--- src/design/gyro_calibrate_and_integrate_top_macros.svh ---
// ---------------------------------------------------------------------------
// Assertion macros for the gyro calibration and integration block
// Each check fires on the rising edge of clk. The plain form is disabled
// while rst_n is low. The reset form also runs during reset.
// ---------------------------------------------------------------------------
`ifndef GYRO_CALIBRATE_AND_INTEGRATE_TOP_MACROS_SVH
`define GYRO_CALIBRATE_AND_INTEGRATE_TOP_MACROS_SVH

`ifndef SYNTHESIS

// Property checked outside reset.
`define GCI_ASSERT(lbl, prop, msg) \
  lbl: assert property (@(posedge clk) disable iff (!rst_n) prop) else $error(msg);

// Property checked at every edge, reset included.
`define GCI_ASSERT_ALWAYS(lbl, prop, msg) \
  lbl: assert property (@(posedge clk) prop) else $error(msg);

`else

`define GCI_ASSERT(lbl, prop, msg)
`define GCI_ASSERT_ALWAYS(lbl, prop, msg)

`endif

`endif

--- src/design/gci_pkg.sv ---
// ---------------------------------------------------------------------------
// gci_pkg: shared types and constants
// Field widths, register codes, reset values and the pipeline item types
// of the gyro calibration and integration block.
// ---------------------------------------------------------------------------
package gci_pkg;

  // Field widths.
  localparam int ACC_W     = 16;
  localparam int RATE_W    = 16;
  localparam int DT_W      = 16;
  localparam int SUM_W     = 24;
  localparam int BIAS_W    = 16;
  localparam int ANGLE_W   = 48;
  localparam int MAG_W     = 32;
  localparam int STILL_W   = 28;
  localparam int THR_W     = 47;
  localparam int SNAP_W    = 2;
  localparam int CFG_W     = 47;
  localparam int CFG_IDX_W = 2;
  localparam int CNT_W     = 8;
  localparam int AXES      = 3;

  // Number of still samples in one calibration run.
  localparam int CAL_SAMPLES = 200;

  // Reciprocal for the division of a sum magnitude by CAL_SAMPLES.
  // The magnitude stays below 2^23, so the rounding error of the
  // reciprocal stays below one part in 2^DIV_SHIFT and the quotient is exact.
  localparam int DIV_SHIFT = 31;
  localparam int QUOT_W    = BIAS_W + 1;
  localparam int DIV_PROD_W = SUM_W + 32;
  localparam logic [31:0] DIV_MULT =
      32'(((64'd1 << DIV_SHIFT) + 64'(CAL_SAMPLES) - 64'd1) / 64'(CAL_SAMPLES));

  // Register indexes on the configuration port.
  localparam logic [CFG_IDX_W-1:0] REG_STILL_MIN_SQ    = 2'd0;
  localparam logic [CFG_IDX_W-1:0] REG_STILL_MAX_SQ    = 2'd1;
  localparam logic [CFG_IDX_W-1:0] REG_ZERO_THRESHOLD  = 2'd2;
  localparam logic [CFG_IDX_W-1:0] REG_RIGHT_THRESHOLD = 2'd3;

  // Register reset values.
  localparam logic [STILL_W-1:0] STILL_MIN_SQ_RST    = 28'd16443349;
  localparam logic [STILL_W-1:0] STILL_MAX_SQ_RST    = 28'd17114438;
  localparam logic [THR_W-1:0]   ZERO_THRESHOLD_RST  = 47'd640000000;
  localparam logic [THR_W-1:0]   RIGHT_THRESHOLD_RST = 47'd800000000;

  // Snapped angle codes.
  localparam logic [SNAP_W-1:0] SNAP_ZERO = 2'b00;
  localparam logic [SNAP_W-1:0] SNAP_POS  = 2'b01;
  localparam logic [SNAP_W-1:0] SNAP_NEG  = 2'b11;

  // Registered input item with its squared acceleration magnitude.
  typedef struct packed {
    logic [AXES-1:0][RATE_W-1:0] rate;
    logic [DT_W-1:0]             elapsed_us;
    logic                        restart_cal;
    logic [MAG_W-1:0]            mag_sq;
  } sample_t;

  // Status flags carried with every result.
  typedef struct packed {
    logic calibrating;
    logic motion_fault;
    logic cal_done;
  } status_t;

  // State after one item: flags and full angles.
  typedef struct packed {
    status_t                      status;
    logic [AXES-1:0][ANGLE_W-1:0] angle;
  } update_t;

  // Result item: flags and snapped angles.
  typedef struct packed {
    status_t                     status;
    logic [AXES-1:0][SNAP_W-1:0] snap;
  } result_t;

endpackage

--- src/design/gci_sample_stage.sv ---
// ---------------------------------------------------------------------------
// gci_sample_stage: input register
// Registers an accepted item together with the squared magnitude of its
// acceleration vector.
// ---------------------------------------------------------------------------
module gci_sample_stage (
  input  logic                                          clk,
  input  logic                                          rst_n,
  input  logic                                          up_valid,
  output logic                                          up_ready,
  input  logic [gci_pkg::AXES-1:0][gci_pkg::ACC_W-1:0]  accel,
  input  logic [gci_pkg::AXES-1:0][gci_pkg::RATE_W-1:0] rate,
  input  logic [gci_pkg::DT_W-1:0]                      elapsed_us,
  input  logic                                          restart_cal,
  input  logic                                          down_ready,
  output logic                                          valid_o,
  output gci_pkg::sample_t                              sample_o
);

  logic             valid_r;
  logic             valid_nxt;
  gci_pkg::sample_t sample_r;
  logic [gci_pkg::MAG_W-1:0] mag_sq;
  logic             load;

  // The stage takes an item when it is empty or its item moves on.
  assign up_ready = !valid_r || down_ready;
  assign load     = up_valid && up_ready;

  // Sum of the three squared accelerations; it stays below 2^32.
  always_comb begin
    logic signed [gci_pkg::MAG_W-1:0] sq;
    mag_sq = '0;
    for (int i = 0; i < gci_pkg::AXES; i++) begin
      sq     = $signed(accel[i]) * $signed(accel[i]);
      mag_sq = mag_sq + gci_pkg::MAG_W'(unsigned'(sq));
    end
  end

  assign valid_nxt = load ? 1'b1 : (down_ready ? 1'b0 : valid_r);

  always_ff @(posedge clk) begin
    if (!rst_n) begin
      valid_r <= 1'b0;
    end else begin
      valid_r <= valid_nxt;
    end
  end

  // Payload register.
  always_ff @(posedge clk) begin
    if (load) begin
      sample_r.rate        <= rate;
      sample_r.elapsed_us  <= elapsed_us;
      sample_r.restart_cal <= restart_cal;
      sample_r.mag_sq      <= mag_sq;
    end
  end

  assign valid_o  = valid_r;
  assign sample_o = sample_r;

endmodule

--- config.mk ---
export PLATFORM = sky130hd
export DESIGN_NAME = gci_sample_stage
export DESIGN_NICKNAME = d
export VERILOG_FILES = /design/src/design/gyro_calibrate_and_integrate_top_macros.svh /design/src/design/gci_pkg.sv /design/src/design/gci_sample_stage.sv
export SDC_FILE = /design/constraint.sdc
export NUM_CORES = 2
export LEC_CHECK = 0
export BUFFER_PORTS_ARGS = -buffer_cell sky130_fd_sc_hd__buf_2
export CAP_MARGIN = 20
export CORE_ASPECT_RATIO = 0.5
export CORE_MARGIN = 2
export CORE_UTILIZATION = 64
export CTS_CLUSTER_SIZE = 25
export DETAILED_ROUTE_END_ITERATION = 8
export HOLD_SLACK_MARGIN = 0.1
export MAX_ROUTING_LAYER = met4
export PLACE_DENSITY = 0.83
export SLEW_MARGIN = 20
export SYNTH_ARGS = -nofsm -noshare
export SYNTH_HDL_FRONTEND = slang
export SYNTH_SLANG_ARGS = --single-unit
--- constraint.sdc ---
create_clock -name clk -period 9.4 [get_ports clk]
set_input_delay 0 -clock clk [delete_from_list [all_inputs] [get_ports clk]]
set_output_delay 0 -clock clk [all_outputs]
set_load 0.05 [all_outputs]
## Word-level counts from Yosys, hierarchy flattened

Cells that the tools add are included.

- Register bits after elaboration: 98

- Mux-type cells: 2
- Multiply operators: 3
- Reduce and logical (&&, ||, !) cells: 4
- Add/subtract/negate cells: 2

Operators by type and width:

| kind | number |
|---|---|
| 16-bit by 16-bit multiplier with 32-bit output | 3 |
| 32-bit adder | 2 |
| 1-bit two-way mux | 2 |
| 2-bit nonzero test | 1 |
| 1-bit logical AND | 1 |
| 1-bit logical NOT | 1 |
| 1-bit logical OR | 1 |

## Longest topological paths before layout

- Word-level depth: 4
- Mapped depth: 28

## Worst setup path after synthesis

OpenSTA, ideal clock, no wires.

- Path kind: input to register
- From: in accel[47] (netlist name)
- To: reg sample_r (netlist bit sample_o[29]), data pin
- Path buffers: 2
- Arrival time: 7.210 ns
- Cell stages on the path: 21
- Setup time: 0.261 ns
- Setup slack: 1.929 ns
- Cells stage by stage: clkbuf_1 -> nand2_1 -> inv_1 -> fa_1 -> inv_1 -> fa_1 -> fa_1 -> fa_1 -> fa_1 -> fa_1 -> fa_1 -> fa_1 -> fa_1 -> inv_1 -> ha_1 -> clkbuf_1 -> o2111ai_1 -> or2_2 -> a311oi_1 -> nor4_1 -> a311o_1

- Longest elaborated chain between the ends: 2

RTL lines:

| item | line | text |
|---|---|---|
| start: declaration | gci_sample_stage.sv:11 | `input logic [gci_pkg::AXES-1:0][gci_pkg::ACC_W-1:0] accel,` |
| 16-bit by 16-bit multiplier with 32-bit output | gci_sample_stage.sv:35 | `sq = $signed(accel[i]) * $signed(accel[i]);` |
| 32-bit adder | gci_sample_stage.sv:36 | `mag_sq = mag_sq + gci_pkg::MAG_W'(unsigned'(sq));` |
| net mag_sq (one bit) | gci_sample_stage.sv:23 | `logic [gci_pkg::MAG_W-1:0] mag_sq;` |
| end: declaration | gci_sample_stage.sv:22 | `gci_pkg::sample_t sample_r;` |

The timed path passes the listed nets, and every way through them passes these cells.
A chain may end at the register's enable or synchronous reset.

## Final worst setup path

Same ends and word-level chain as after synthesis.

==> results.md <==
* Status: complete, no violations
* Cts bufs inserted at 9
* Final setup fails at 0
* Area after DPL at 31500 um2
* Final worst clock skew at 0.00754 ns
* Via count of the first global-routing pass at 22700
* Worst setup EP type: flop
* Pin count of the biggest net entering global routing at 79
* Number of antenna violations at the first check in global routing at 0
* Share of the synthesized area in the top cell type at 54.9%
* Number of standard cells after synthesis at 2882
* Launching element type of the critical path: input port
* Setup repair after global routing missed its margin: false
* Most area-consuming cells after synthesis: sky130_fd_sc_hd__fa_1 (55%), sky130_fd_sc_hd__inv_1 (13%), sky130_fd_sc_hd__edfxtp_1 (9.8%), sky130_fd_sc_hd__ha_1 (8.8%), sky130_fd_sc_hd__and2_1 (3.2%)
* Core utilization of the finished layout at 71.2%
* Clk buf depth at 2
* Yosys reg bits at 98
* Count of boundary I/O pins at 216
* Clk slew on worst S/H paths at 0.08 ns
* Half-perimeter wire length of the detailed placement result at 57800 um
* Synth cell types at 57
* Post-synthesis sequential area ratio at 9.83%
* Post-synthesis net count at 4026
* Sum of negative setup slack at 0 ns
* Number of max-slew violations in the final report at 0
* Height of the die at 157 um
* Final ANT Viol Nets at 0
* Max cap viols at 0
* Endpoint arrival time on the critical path at 8.10 ns
* Total of fill cells in the finished design at 3212
* Total track usage at 31.7%
* EDFF count, synth at 97
* # diodes at 0
* Die X at 309 um
* Cell type with the largest total area after synthesis: sky130_fd_sc_hd__fa_1
* Commonest cells post-synth: sky130_fd_sc_hd__inv_1 (1042), sky130_fd_sc_hd__fa_1 (818), sky130_fd_sc_hd__ha_1 (209)
* Maximum clock rate at 125 MHz
* Post-detailed-route DRC marker count at 0
* Port-buffer cells at 215
* Violation count after the first detailed-route iteration at 1268
* Post-layout minimum cycle time at 7.97 ns
* Post-synthesis average cell area at 10.3 um2
* Max FO, Critical Path at 31
* Worst EP required at 9.53 ns
* Std cell rows at 55
* Number of H-tree levels at 3
* Area of the placeable core at 45600 um2
* Number of vias per cell after detailed routing at 5.22
* Initial core utilization at 65.4%
* Cell area after synthesis at 29800 um2
* Crit Path Category: in2reg
* Clock tree from TritonCTS: yes
* Total global routing overflow at 0
* Detailed-route wire length at 66900 um
* Clock latency reported for the late side of the worst-skew pair at 0.37 ns
* Buffer cell driving the clock tree root: sky130_fd_sc_hd__clkbuf_16
* Number of gates given a new drive strength after cts at 0
* Number of vias after detailed routing at 19500
* Total die area at 48500 um2
* Slew headroom at 33.8%
* Final period util at 84.8%
* Hold violation count in the final report at 0
* Clock tree sinks at 98
* Fraction of final layout cells with drive strength greater than 1 at 8.14%
* Library cell with the highest instance count after synthesis: sky130_fd_sc_hd__inv_1
* Asr flop ratio synth at 0%
* Design Area, Final at 32500 um2
* Number of detailed-routing iterations run before antenna repair at 5
* Synth Warn # at 0
* Most common flop cell mapped by yosys: sky130_fd_sc_hd__edfxtp_1
* Mean routed wirelength per cell at 17.8 um
* Signed area change from the synthesized netlist to the final layout at 8.83%
* Final #Nets at 4259
* Global-route wire length before repair at 113000 um
* Tightest Hold Check Type: in2reg
* Final Wtd Congestion at 0.942
* Slew of the pin with the lowest slew margin at 0.993 ns
[final timing paths]
check	startpoint	to	slack, ns	depth (start not counted)
hold reg to reg	valid_o$_SDFFE_PN0P_	sample_o[80]$_DFFE_PP_	0.89	2
setup / recovery	accel[47]	sample_o[29]$_DFFE_PP_	1.43	23
hold / removal	up_valid	sample_o[80]$_DFFE_PP_	0.15	2
setup reg to reg	valid_o$_SDFFE_PN0P_	sample_o[29]$_DFFE_PP_	7.39	3
[what timing repair did]
item | 4_1_cts | 5_1_grt
endpoints found under the hold margin | 66 | 0
setup endpoints to repair | 0 | 0
hold buffers | 67 | 0
buffers inserted | 0 | 0
[kinds of logic (layout without fill, tap and decap cells)]
group	Yosys count	count (layout)	share of synthesized area, %
AO/OA/AOI/OAI	85	85	2.09
flip-flops	98	98	9.83
multiplexers	5	5	0.176
buffers and inverters	1105	1343	13.9
XOR/XNOR	77	77	2.26
adder cells (fa/ha/maj)	1027	1027	63.7
AND/OR/NAND/NOR	485	485	8.05
[stage by stage]
step | setup slack (ns) | std cells | hold WS (ns)
detailed placement | 1.12 | 3664 | 0.178
finish | 1.43 | 3747 | 0.153
global placement | 1.25 | 3664 | 0.176
global route | 1.04 | 3747 | 0.156
floorplan | 1.93 | 2882 | 0.0989
CTS | 1.53 | 3747 | 0.136
[state kept, by name, indices dropped and copies added (netlist names)]
register  count
sample_o     97
valid_o       1
[cell type report]
class / instances / area (um2) / share of cell area, %
well taps: 627 / 785 / 2.42
inverters: 1042 / 3910 / 12.0
flip-flops and latches: 98 / 2930 / 9.03
clock inverters: 7 / 96.3 / 0.297
multi-input cells: 1679 / 22700 / 70.1
clock buffers: 9 / 225 / 0.694
repair buffers: 285 / 1770 / 5.45
[critical path, stage by stage]
cell and delay, ns:
sky130_fd_sc_hd__buf_2 0.46, sky130_fd_sc_hd__nand2_1 0.27, sky130_fd_sc_hd__fa_1 1.08, sky130_fd_sc_hd__inv_1 0.12
sky130_fd_sc_hd__fa_1 0.49, sky130_fd_sc_hd__fa_1 0.50, sky130_fd_sc_hd__inv_1 0.07, sky130_fd_sc_hd__fa_1 0.54
sky130_fd_sc_hd__inv_1 0.06, sky130_fd_sc_hd__fa_1 0.48, sky130_fd_sc_hd__fa_1 0.57, sky130_fd_sc_hd__fa_1 0.43
sky130_fd_sc_hd__fa_1 0.50, sky130_fd_sc_hd__inv_1 0.05, sky130_fd_sc_hd__fa_1 0.48, sky130_fd_sc_hd__inv_1 0.05
sky130_fd_sc_hd__ha_1 0.43, sky130_fd_sc_hd__nand3_1 0.22, sky130_fd_sc_hd__a21oi_1 0.25, sky130_fd_sc_hd__o31ai_4 0.13
sky130_fd_sc_hd__a311oi_1 0.49, sky130_fd_sc_hd__nor4_1 0.09, sky130_fd_sc_hd__a311o_1 0.32
[placed cells by master (no fill, tap or decap), types with 21 or more instances in the layout]
master	instances
sky130_fd_sc_hd__inv_1	1042
sky130_fd_sc_hd__fa_1	818
sky130_fd_sc_hd__buf_2	215
sky130_fd_sc_hd__ha_1	209
sky130_fd_sc_hd__nand2_1	205
sky130_fd_sc_hd__and2_1	152
sky130_fd_sc_hd__edfxtp_1	97
sky130_fd_sc_hd__dlygate4sd3_1	67
sky130_fd_sc_hd__xnor2_1	59
sky130_fd_sc_hd__nor2_1	49
sky130_fd_sc_hd__nor2b_1	30
sky130_fd_sc_hd__a21o_1	21
sky130_fd_sc_hd__a21oi_1	21
[routing by layer]
layer,track usage [%],routed length [um]
met4,13.6,3190
met5,-,0
met3,4.36,4510
met2,55.7,35400
met1,37.0,23800
Power is not shown: default switching activity piles up to over one toggle a cycle in this logic, so the estimate is an artifact.
