`src/design/gyro_calibrate_and_integrate_top_macros.svh`:
```
// ---------------------------------------------------------------------------
// Assertion macros for the gyro calibration and integration block
// Each check fires on the rising edge of clk. The plain form is disabled
// while rst_n is low. The reset form also runs during reset.
// ---------------------------------------------------------------------------
`ifndef GYRO_CALIBRATE_AND_INTEGRATE_TOP_MACROS_SVH
`define GYRO_CALIBRATE_AND_INTEGRATE_TOP_MACROS_SVH

`ifndef SYNTHESIS

// Property checked outside reset.
`define GCI_ASSERT(lbl, prop, msg) \
  lbl: assert property (@(posedge clk) disable iff (!rst_n) prop) else $error(msg);

// Property checked at every edge, reset included.
`define GCI_ASSERT_ALWAYS(lbl, prop, msg) \
  lbl: assert property (@(posedge clk) prop) else $error(msg);

`else

`define GCI_ASSERT(lbl, prop, msg)
`define GCI_ASSERT_ALWAYS(lbl, prop, msg)

`endif

`endif

```
`src/design/gci_pkg.sv`:
```
// ---------------------------------------------------------------------------
// gci_pkg: shared types and constants
// Field widths, register codes, reset values and the pipeline item types
// of the gyro calibration and integration block.
// ---------------------------------------------------------------------------
package gci_pkg;

  // Field widths.
  localparam int ACC_W     = 16;
  localparam int RATE_W    = 16;
  localparam int DT_W      = 16;
  localparam int SUM_W     = 24;
  localparam int BIAS_W    = 16;
  localparam int ANGLE_W   = 48;
  localparam int MAG_W     = 32;
  localparam int STILL_W   = 28;
  localparam int THR_W     = 47;
  localparam int SNAP_W    = 2;
  localparam int CFG_W     = 47;
  localparam int CFG_IDX_W = 2;
  localparam int CNT_W     = 8;
  localparam int AXES      = 3;

  // Number of still samples in one calibration run.
  localparam int CAL_SAMPLES = 200;

  // Reciprocal for the division of a sum magnitude by CAL_SAMPLES.
  // The magnitude stays below 2^23, so the rounding error of the
  // reciprocal stays below one part in 2^DIV_SHIFT and the quotient is exact.
  localparam int DIV_SHIFT = 31;
  localparam int QUOT_W    = BIAS_W + 1;
  localparam int DIV_PROD_W = SUM_W + 32;
  localparam logic [31:0] DIV_MULT =
      32'(((64'd1 << DIV_SHIFT) + 64'(CAL_SAMPLES) - 64'd1) / 64'(CAL_SAMPLES));

  // Register indexes on the configuration port.
  localparam logic [CFG_IDX_W-1:0] REG_STILL_MIN_SQ    = 2'd0;
  localparam logic [CFG_IDX_W-1:0] REG_STILL_MAX_SQ    = 2'd1;
  localparam logic [CFG_IDX_W-1:0] REG_ZERO_THRESHOLD  = 2'd2;
  localparam logic [CFG_IDX_W-1:0] REG_RIGHT_THRESHOLD = 2'd3;

  // Register reset values.
  localparam logic [STILL_W-1:0] STILL_MIN_SQ_RST    = 28'd16443349;
  localparam logic [STILL_W-1:0] STILL_MAX_SQ_RST    = 28'd17114438;
  localparam logic [THR_W-1:0]   ZERO_THRESHOLD_RST  = 47'd640000000;
  localparam logic [THR_W-1:0]   RIGHT_THRESHOLD_RST = 47'd800000000;

  // Snapped angle codes.
  localparam logic [SNAP_W-1:0] SNAP_ZERO = 2'b00;
  localparam logic [SNAP_W-1:0] SNAP_POS  = 2'b01;
  localparam logic [SNAP_W-1:0] SNAP_NEG  = 2'b11;

  // Registered input item with its squared acceleration magnitude.
  typedef struct packed {
    logic [AXES-1:0][RATE_W-1:0] rate;
    logic [DT_W-1:0]             elapsed_us;
    logic                        restart_cal;
    logic [MAG_W-1:0]            mag_sq;
  } sample_t;

  // Status flags carried with every result.
  typedef struct packed {
    logic calibrating;
    logic motion_fault;
    logic cal_done;
  } status_t;

  // State after one item: flags and full angles.
  typedef struct packed {
    status_t                      status;
    logic [AXES-1:0][ANGLE_W-1:0] angle;
  } update_t;

  // Result item: flags and snapped angles.
  typedef struct packed {
    status_t                     status;
    logic [AXES-1:0][SNAP_W-1:0] snap;
  } result_t;

endpackage

```
`src/design/gci_snap_stage.sv`:
```
// ---------------------------------------------------------------------------
// gci_snap_stage: angle snapping and result register
// Rounds each angle to zero or a signed right angle and holds the result
// item until the downstream side takes it.
// ---------------------------------------------------------------------------
module gci_snap_stage (
  input  logic                        clk,
  input  logic                        rst_n,
  input  logic                        up_valid,
  output logic                        up_ready,
  input  gci_pkg::update_t            update_i,
  input  logic [gci_pkg::THR_W-1:0]   zero_threshold,
  input  logic [gci_pkg::THR_W-1:0]   right_angle_threshold,
  input  logic                        down_ready,
  output logic                        valid_o,
  output gci_pkg::result_t            result_o
);

  logic             valid_r, valid_nxt;
  gci_pkg::result_t result_r;
  gci_pkg::result_t result_nxt;
  logic             load;

  // Snap one angle: |a| < zero_thr gives zero, else |a| > right_thr the sign, else zero.
  function automatic logic [gci_pkg::SNAP_W-1:0] snap_angle(
    input logic [gci_pkg::ANGLE_W-1:0] a,
    input logic [gci_pkg::THR_W-1:0]   zero_thr,
    input logic [gci_pkg::THR_W-1:0]   right_thr
  );
    logic [gci_pkg::ANGLE_W-1:0] mag;
    logic [gci_pkg::SNAP_W-1:0]  code;
    mag = a[gci_pkg::ANGLE_W-1] ? (~a + 1'b1) : a;
    priority if (mag < {1'b0, zero_thr}) begin
      code = gci_pkg::SNAP_ZERO;
    end else if (mag > {1'b0, right_thr}) begin
      code = a[gci_pkg::ANGLE_W-1] ? gci_pkg::SNAP_NEG : gci_pkg::SNAP_POS;
    end else begin
      code = gci_pkg::SNAP_ZERO;
    end
    return code;
  endfunction

  assign up_ready = !valid_r || down_ready;
  assign load     = up_valid && up_ready;

  always_comb begin
    result_nxt.status = update_i.status;
    for (int i = 0; i < gci_pkg::AXES; i++) begin
      result_nxt.snap[i] = snap_angle(update_i.angle[i], zero_threshold,
                                      right_angle_threshold);
    end
  end

  assign valid_nxt = load ? 1'b1 : (down_ready ? 1'b0 : valid_r);

  always_ff @(posedge clk) begin
    if (!rst_n) begin
      valid_r <= 1'b0;
    end else begin
      valid_r <= valid_nxt;
    end
  end

  // Result payload register.
  always_ff @(posedge clk) begin
    if (load) begin
      result_r <= result_nxt;
    end
  end

  assign valid_o  = valid_r;
  assign result_o = result_r;

endmodule

```
`config.mk`:
```
export PLATFORM = sky130hd
export DESIGN_NAME = gci_snap_stage
export DESIGN_NICKNAME = d
export VERILOG_FILES = /design/src/design/gyro_calibrate_and_integrate_top_macros.svh /design/src/design/gci_pkg.sv /design/src/design/gci_snap_stage.sv
export SDC_FILE = /design/constraint.sdc
export NUM_CORES = 1
export LEC_CHECK = 0
export BUFFER_PORTS_ARGS = -buffer_cell sky130_fd_sc_hd__buf_2
export CORE_ASPECT_RATIO = 1.75
export CORE_UTILIZATION = 51
export CTS_BUF_LIST = sky130_fd_sc_hd__clkbuf_4 sky130_fd_sc_hd__clkbuf_8
export CTS_CLUSTER_DIAMETER = 150
export DETAILED_ROUTE_END_ITERATION = 6
export PLACE_DENSITY = 0.81
export SYNTH_ARGS = -nofsm -noshare
export SYNTH_HDL_FRONTEND = slang
export SYNTH_SLANG_ARGS = --single-unit
```
`constraint.sdc`:
```
create_clock -name clk -period 4.3 [get_ports clk]
set_input_delay 0.215 -clock clk [delete_from_list [all_inputs] [get_ports clk]]
set_output_delay 0.215 -clock clk [all_outputs]
set_load 0.02 [all_outputs]
```
## Word-level counts from Yosys, hierarchy flattened

Cells that the tools add are included.
W data, S select, Z words.

- Flip-flop bits (word level): 10
- Bits in writable memories: 0
- Bits in read-only memories: 0
- Input bits: 245
- Memories: 0
- Logic and storage cells: 37
- Bits in latches: 0

- Shift operators: 0
- Multiply operators: 0
- Equality and inequality tests: 0
- Add/sub/neg operators: 3
- Divide/modulo/power cells: 0
- $lt $le $gt $ge: 6
- Bitwise logic cells: 6
- Reductions and logical operators: 7
- Mux-type cells: 8

Operators by type and width:

| kind | count |
|---|---|
| $add A48 B1 Y48 const B | 3 |
| $gt A48 B47 Y1 | 3 |
| $lt A48 B47 Y1 | 3 |
| $mux W48 | 3 |
| $not A48 Y48 | 3 |
| $mux W2 | 3 |
| $reduce_or A2 Y1 | 3 |
| $not A1 Y1 | 3 |
| $mux W1 | 2 |
| $reduce_bool A2 Y1 | 1 |
| $logic_and A1 B1 Y1 | 1 |
| $logic_not A1 Y1 | 1 |
| $logic_or A1 B1 Y1 | 1 |

## Depth between registers and ports, before layout

- Word-level depth: 6
- Depth in mapped cells: 18
- Mapped depth without buffers: 18

## Worst setup path after synthesis

No wires, ideal clock.

- Path type: input port to flip-flop
- Start: input update_i[107] in the netlist's numbering
- End: register result_r, in the netlist result_o[5], data pin
- Cell stages on the path: 17
- Required time: 4.154 ns
- Path slack: -0.257 ns
- Arrival: 4.411 ns
- Buffers on the path: 1
- Cells stage by stage: or4_4 > or4b_4 > or4_4 > buf_6 > nand2b_4 > or4_4 > nand2b_4 > o31ai_1 > xnor2_1 > ha_1 > nand4_1 > nor2_1 > nand2_1 > or3_1 > nor4_1 > o211ai_1 > a21oi_1

- Cells in the longest elaborated chain, start to end: 6
- Elaborated cells on any way between the ends: 7

Ends and longest elaborated chain:

| item | line | source |
|---|---|---|
| from (decl) | gci_snap_stage.sv:11 | `input gci_pkg::update_t update_i,` |
| $not A48 Y48 | gci_snap_stage.sv:32 | `mag = a[gci_pkg::ANGLE_W-1] ? (~a + 1'b1) : a;` |
| $add A48 B1 Y48 | gci_snap_stage.sv:32 |  |
| $mux W48 * | gci_snap_stage.sv:32 |  |
| $gt A48 B47 Y1 | gci_snap_stage.sv:35 | `end else if (mag > {1'b0, right_thr}) begin` |
| $not A1 Y1 (no line) | -- |  |
| $reduce_or A2 Y1 (no line) * | -- |  |
| to (signal assigned) | gci_snap_stage.sv:67 | `result_r <= result_nxt;` |
| to (decl) | gci_snap_stage.sv:20 | `gci_pkg::result_t result_r;` |

Every way passes the cells marked *; elsewhere a longest branch is shown, timed or not.
A chain may end at the register's enable or synchronous reset.

## Final worst setup path

- Start: input update_i[107] in the netlist's numbering
- End: register result_r, in the netlist result_o[4], data pin

The elaborated chain is that of the path after synthesis.

==> reports/results.txt <==
vias in the first global route = 10900
Die Area = 19000 um^2
Clk pwr share = 7.5%
period utilization = 102%
min Tclk post-route = 4370 ps
area grow syn2layout = 31.6%
synth warn = 0
TritonRoute pass-1 iters = 5
Worst EP arrival = 4370 ps
P_sw = 0.906 mW
# rows = 65
Largest delay share family, worst path = simple AND/OR/NAND/NOR gates
worst slew pin tran = 896 ps
Avg Inst Size Synth = 7.65 um^2
VDD IR max = 0.0850 mV
Total Nets Final = 2110
dpl ws = -501 ps
number of setup violations in the final report = 2
RePlAce Congestion = 1.07
first-pass GRT wire length = 53.8 mm
effective utilization at floorplan = 52.2%
clock root cell = clkbuf_8
HPWL after DPL = 32.6 mm
total gr overflow = 0
Fin Hold WS = 133 ps
fin worst setup slack = -68.8 ps
Critical Path RT = 4300 ps
failing checks = setup timing
Sink Count = 10
# port buffers = 255
I/O pin total = 256
Cell Count, Final, Fillers Out = 1817
critical path peak fanout = 7
syn_nets = 1759
Slew HR = 40.3%
crit-path cells = buf_6, or4_4, or4b_4, or4_4, nand2b_4, or4_4, nand2b_4, o21ai_2, xnor2_2, ha_1, a21oi_1, o21ai_0, a221oi_2, o311ai_0, o211ai_1, o21ai_1
CTS max path bufs = 2
dpl cells = 1805
Tot GR Track Use = 37.1%
Slew Viols, Final = 0
total CTS buffers = 3
vias per inst = 6.05
Comb power frac = 85.5%
Clock Latency Late Sink = 260 ps
clk slew on worst S/H paths = 50 ps
cts-stage hold buffer count = 0
drt total wl = 37.1 mm
Worst Setup SP = update_i[107]
initial antenna violation count = 0
DR iter-0 viols = 432
min-delay worst type = input pin to flop
ys async rst share = 0%
count of final hold-check violations = 0
largest net degree at the start of global routing = 49
CP peak stage delay = 520 ps
fmax = 229 MHz
Core ar. = 18100 um^2
flops & latches, synth = 10
sequential power share = 7.0%
RSZ-0062 raised after global routing = yes
Cell Area, Synth = 9420 um^2
WS Path Type = input pin to flop
DR WL/cell = 20.4 um
H-Tree Depth = 1
die height = 182 um
ys flop type = edfxtp_1
Buf/Inv on CP = 1
reg2reg start = valid_o
Pleak = 6.05 nW
Startpoint Class = input pin
Hold Path Origin = update_i[144]
EDFF count, synth = 9
Cells after Synth = 1232
CP endpoint kind = flop
share of cells above drive strength 1 = 29.4%
status = finished with violations
vias post-DR = 11000
post-synth cell types = 55
remaining routing DRC violations = 0
critical path's most frequent cell = or4_4
switch share = 51.4%
maxcap violations = 0
clk_skew = 8.69 ps
Routed Antenna Nets = 0
Power Internal = 0.858 mW
PD cells = 142 nW/um^2
CTS tree = done
Pwr Total = 1.76 mW
fraction of the yosys area taken by sequential cells = 3.08%
die extent in x = 105 um
Critical-path top delay cell = or4_4
## final timing paths
kind	to	slack [ps]	cells past startpoint
setup / recovery	result_o[4]	-70	16
hold / removal	result_o[6]	130	1
setup reg to reg	result_o[5]	3060	2
hold reg to reg	valid_o	520	2
## sequential cells by signal, summed over array words and instances (netlist names)
register and count:
result_o 9, valid_o 1
## cells in the final DEF (no fill, tap or decap), drive strengths merged, types with 19 or more instances in the layout
| cell type | count |
|---|---|
| a211oi | 19 |
| a21oi | 101 |
| o21ai | 95 |
| nand3 | 33 |
| or4 | 25 |
| nor2 | 40 |
| nor3 | 19 |
| nand4 | 40 |
| nand2 | 98 |
| buf | 363 |
| ha | 282 |
| o31ai | 49 |
| xnor2 | 134 |
| or3 | 21 |
| inv | 106 |
| a21o | 21 |
## power by group through the flow
stage                     Sequential [mW]  Clock, mW  Combinational, mW
final                               0.124      0.132               1.51
after global routing                0.123      0.135               1.67
after CTS                           0.123      0.134               1.42
after detailed placement            0.125          0               1.40
after global placement              0.125          0               1.35
after floorplan                     0.131          0              0.855
## synth_stat cells, types with 2 or more instances
| master | count | area, um^2 |
|---|---|---|
| ha_1 | 282 | 3530 |
| xnor2_1 | 134 | 1170 |
| inv_1 | 106 | 398 |
| a21oi_1 | 101 | 505 |
| nand2_1 | 98 | 368 |
| o21ai_0 | 92 | 460 |
| o31ai_1 | 49 | 368 |
| nand4_1 | 40 | 250 |
| nor2_1 | 40 | 150 |
| nand3_1 | 33 | 165 |
| or4_1 | 22 | 165 |
| a21o_1 | 21 | 158 |
| or3_1 | 21 | 131 |
| a211oi_1 | 19 | 143 |
| nor3_1 | 19 | 95.1 |
| o41ai_1 | 17 | 149 |
| clkbuf_1 | 16 | 60.1 |
| nand2b_1 | 12 | 75.1 |
| nor4_1 | 11 | 68.8 |
| edfxtp_1 | 9 | 270 |
| and4_1 | 8 | 70.1 |
| nor2b_1 | 8 | 50.1 |
| o211ai_1 | 8 | 60.1 |
| or2_2 | 8 | 50.1 |
| a221oi_1 | 7 | 61.3 |
| o21a_1 | 5 | 37.5 |
| o21bai_1 | 5 | 37.5 |
| nand3b_1 | 3 | 22.5 |
| o21ai_1 | 3 | 15.0 |
| or4_4 | 3 | 33.8 |
| a21boi_0 | 2 | 15.0 |
| a31oi_1 | 2 | 12.5 |
| and2_1 | 2 | 12.5 |
| nand2b_4 | 2 | 27.5 |
| o2111ai_1 | 2 | 17.5 |
| o221ai_1 | 2 | 17.5 |
| o311ai_0 | 2 | 17.5 |
## layout make-up
class	instances	area, um^2
fillers	1657	5660
inverters	106	398
well taps	234	293
multi-input cells	1099	9250
diodes	1	2.50
flip-flops and latches	10	290
clock buffers	4	55.1
repair buffers	363	2110
## through the flow
step / area [um^2] / util [%] / setup TNS [ps]
finish: 12400 / 68.6 / -127
CTS: 11900 / 66.0 / -134
detailed placement: 11700 / 64.9 / -2370
global placement: 11700 / 64.9 / -2110
floorplan: 9470 / - / -338
global route: 12400 / 68.6 / -886
## metal layers
layer	up-vias	track usage [%]	routed length, um
met3	204	2.94	1660
met1	4992	30.8	11300
met5	-	0	0
met2	440	71.2	19200
li1	5362	-	-
met4	0	42.4	4930
## repair_timing
action | CTS | global route
endpoints found under the setup margin | 6 | 6
buffers inserted | 1 | 6
endpoints found under the hold margin | 0 | 0
resized for setup | 25 | 86
pin swaps | 14 | 48
## kinds of logic after synthesis
logic type	count (synthesis)	share of synthesized area [%]
compound gates	346	22.9
buf+inv	123	4.98
simple gates	336	19.0
flops	10	3.08
xor+xnor	135	12.5
fa+ha+maj	282	37.5
(Power assumes the default switching activity.)
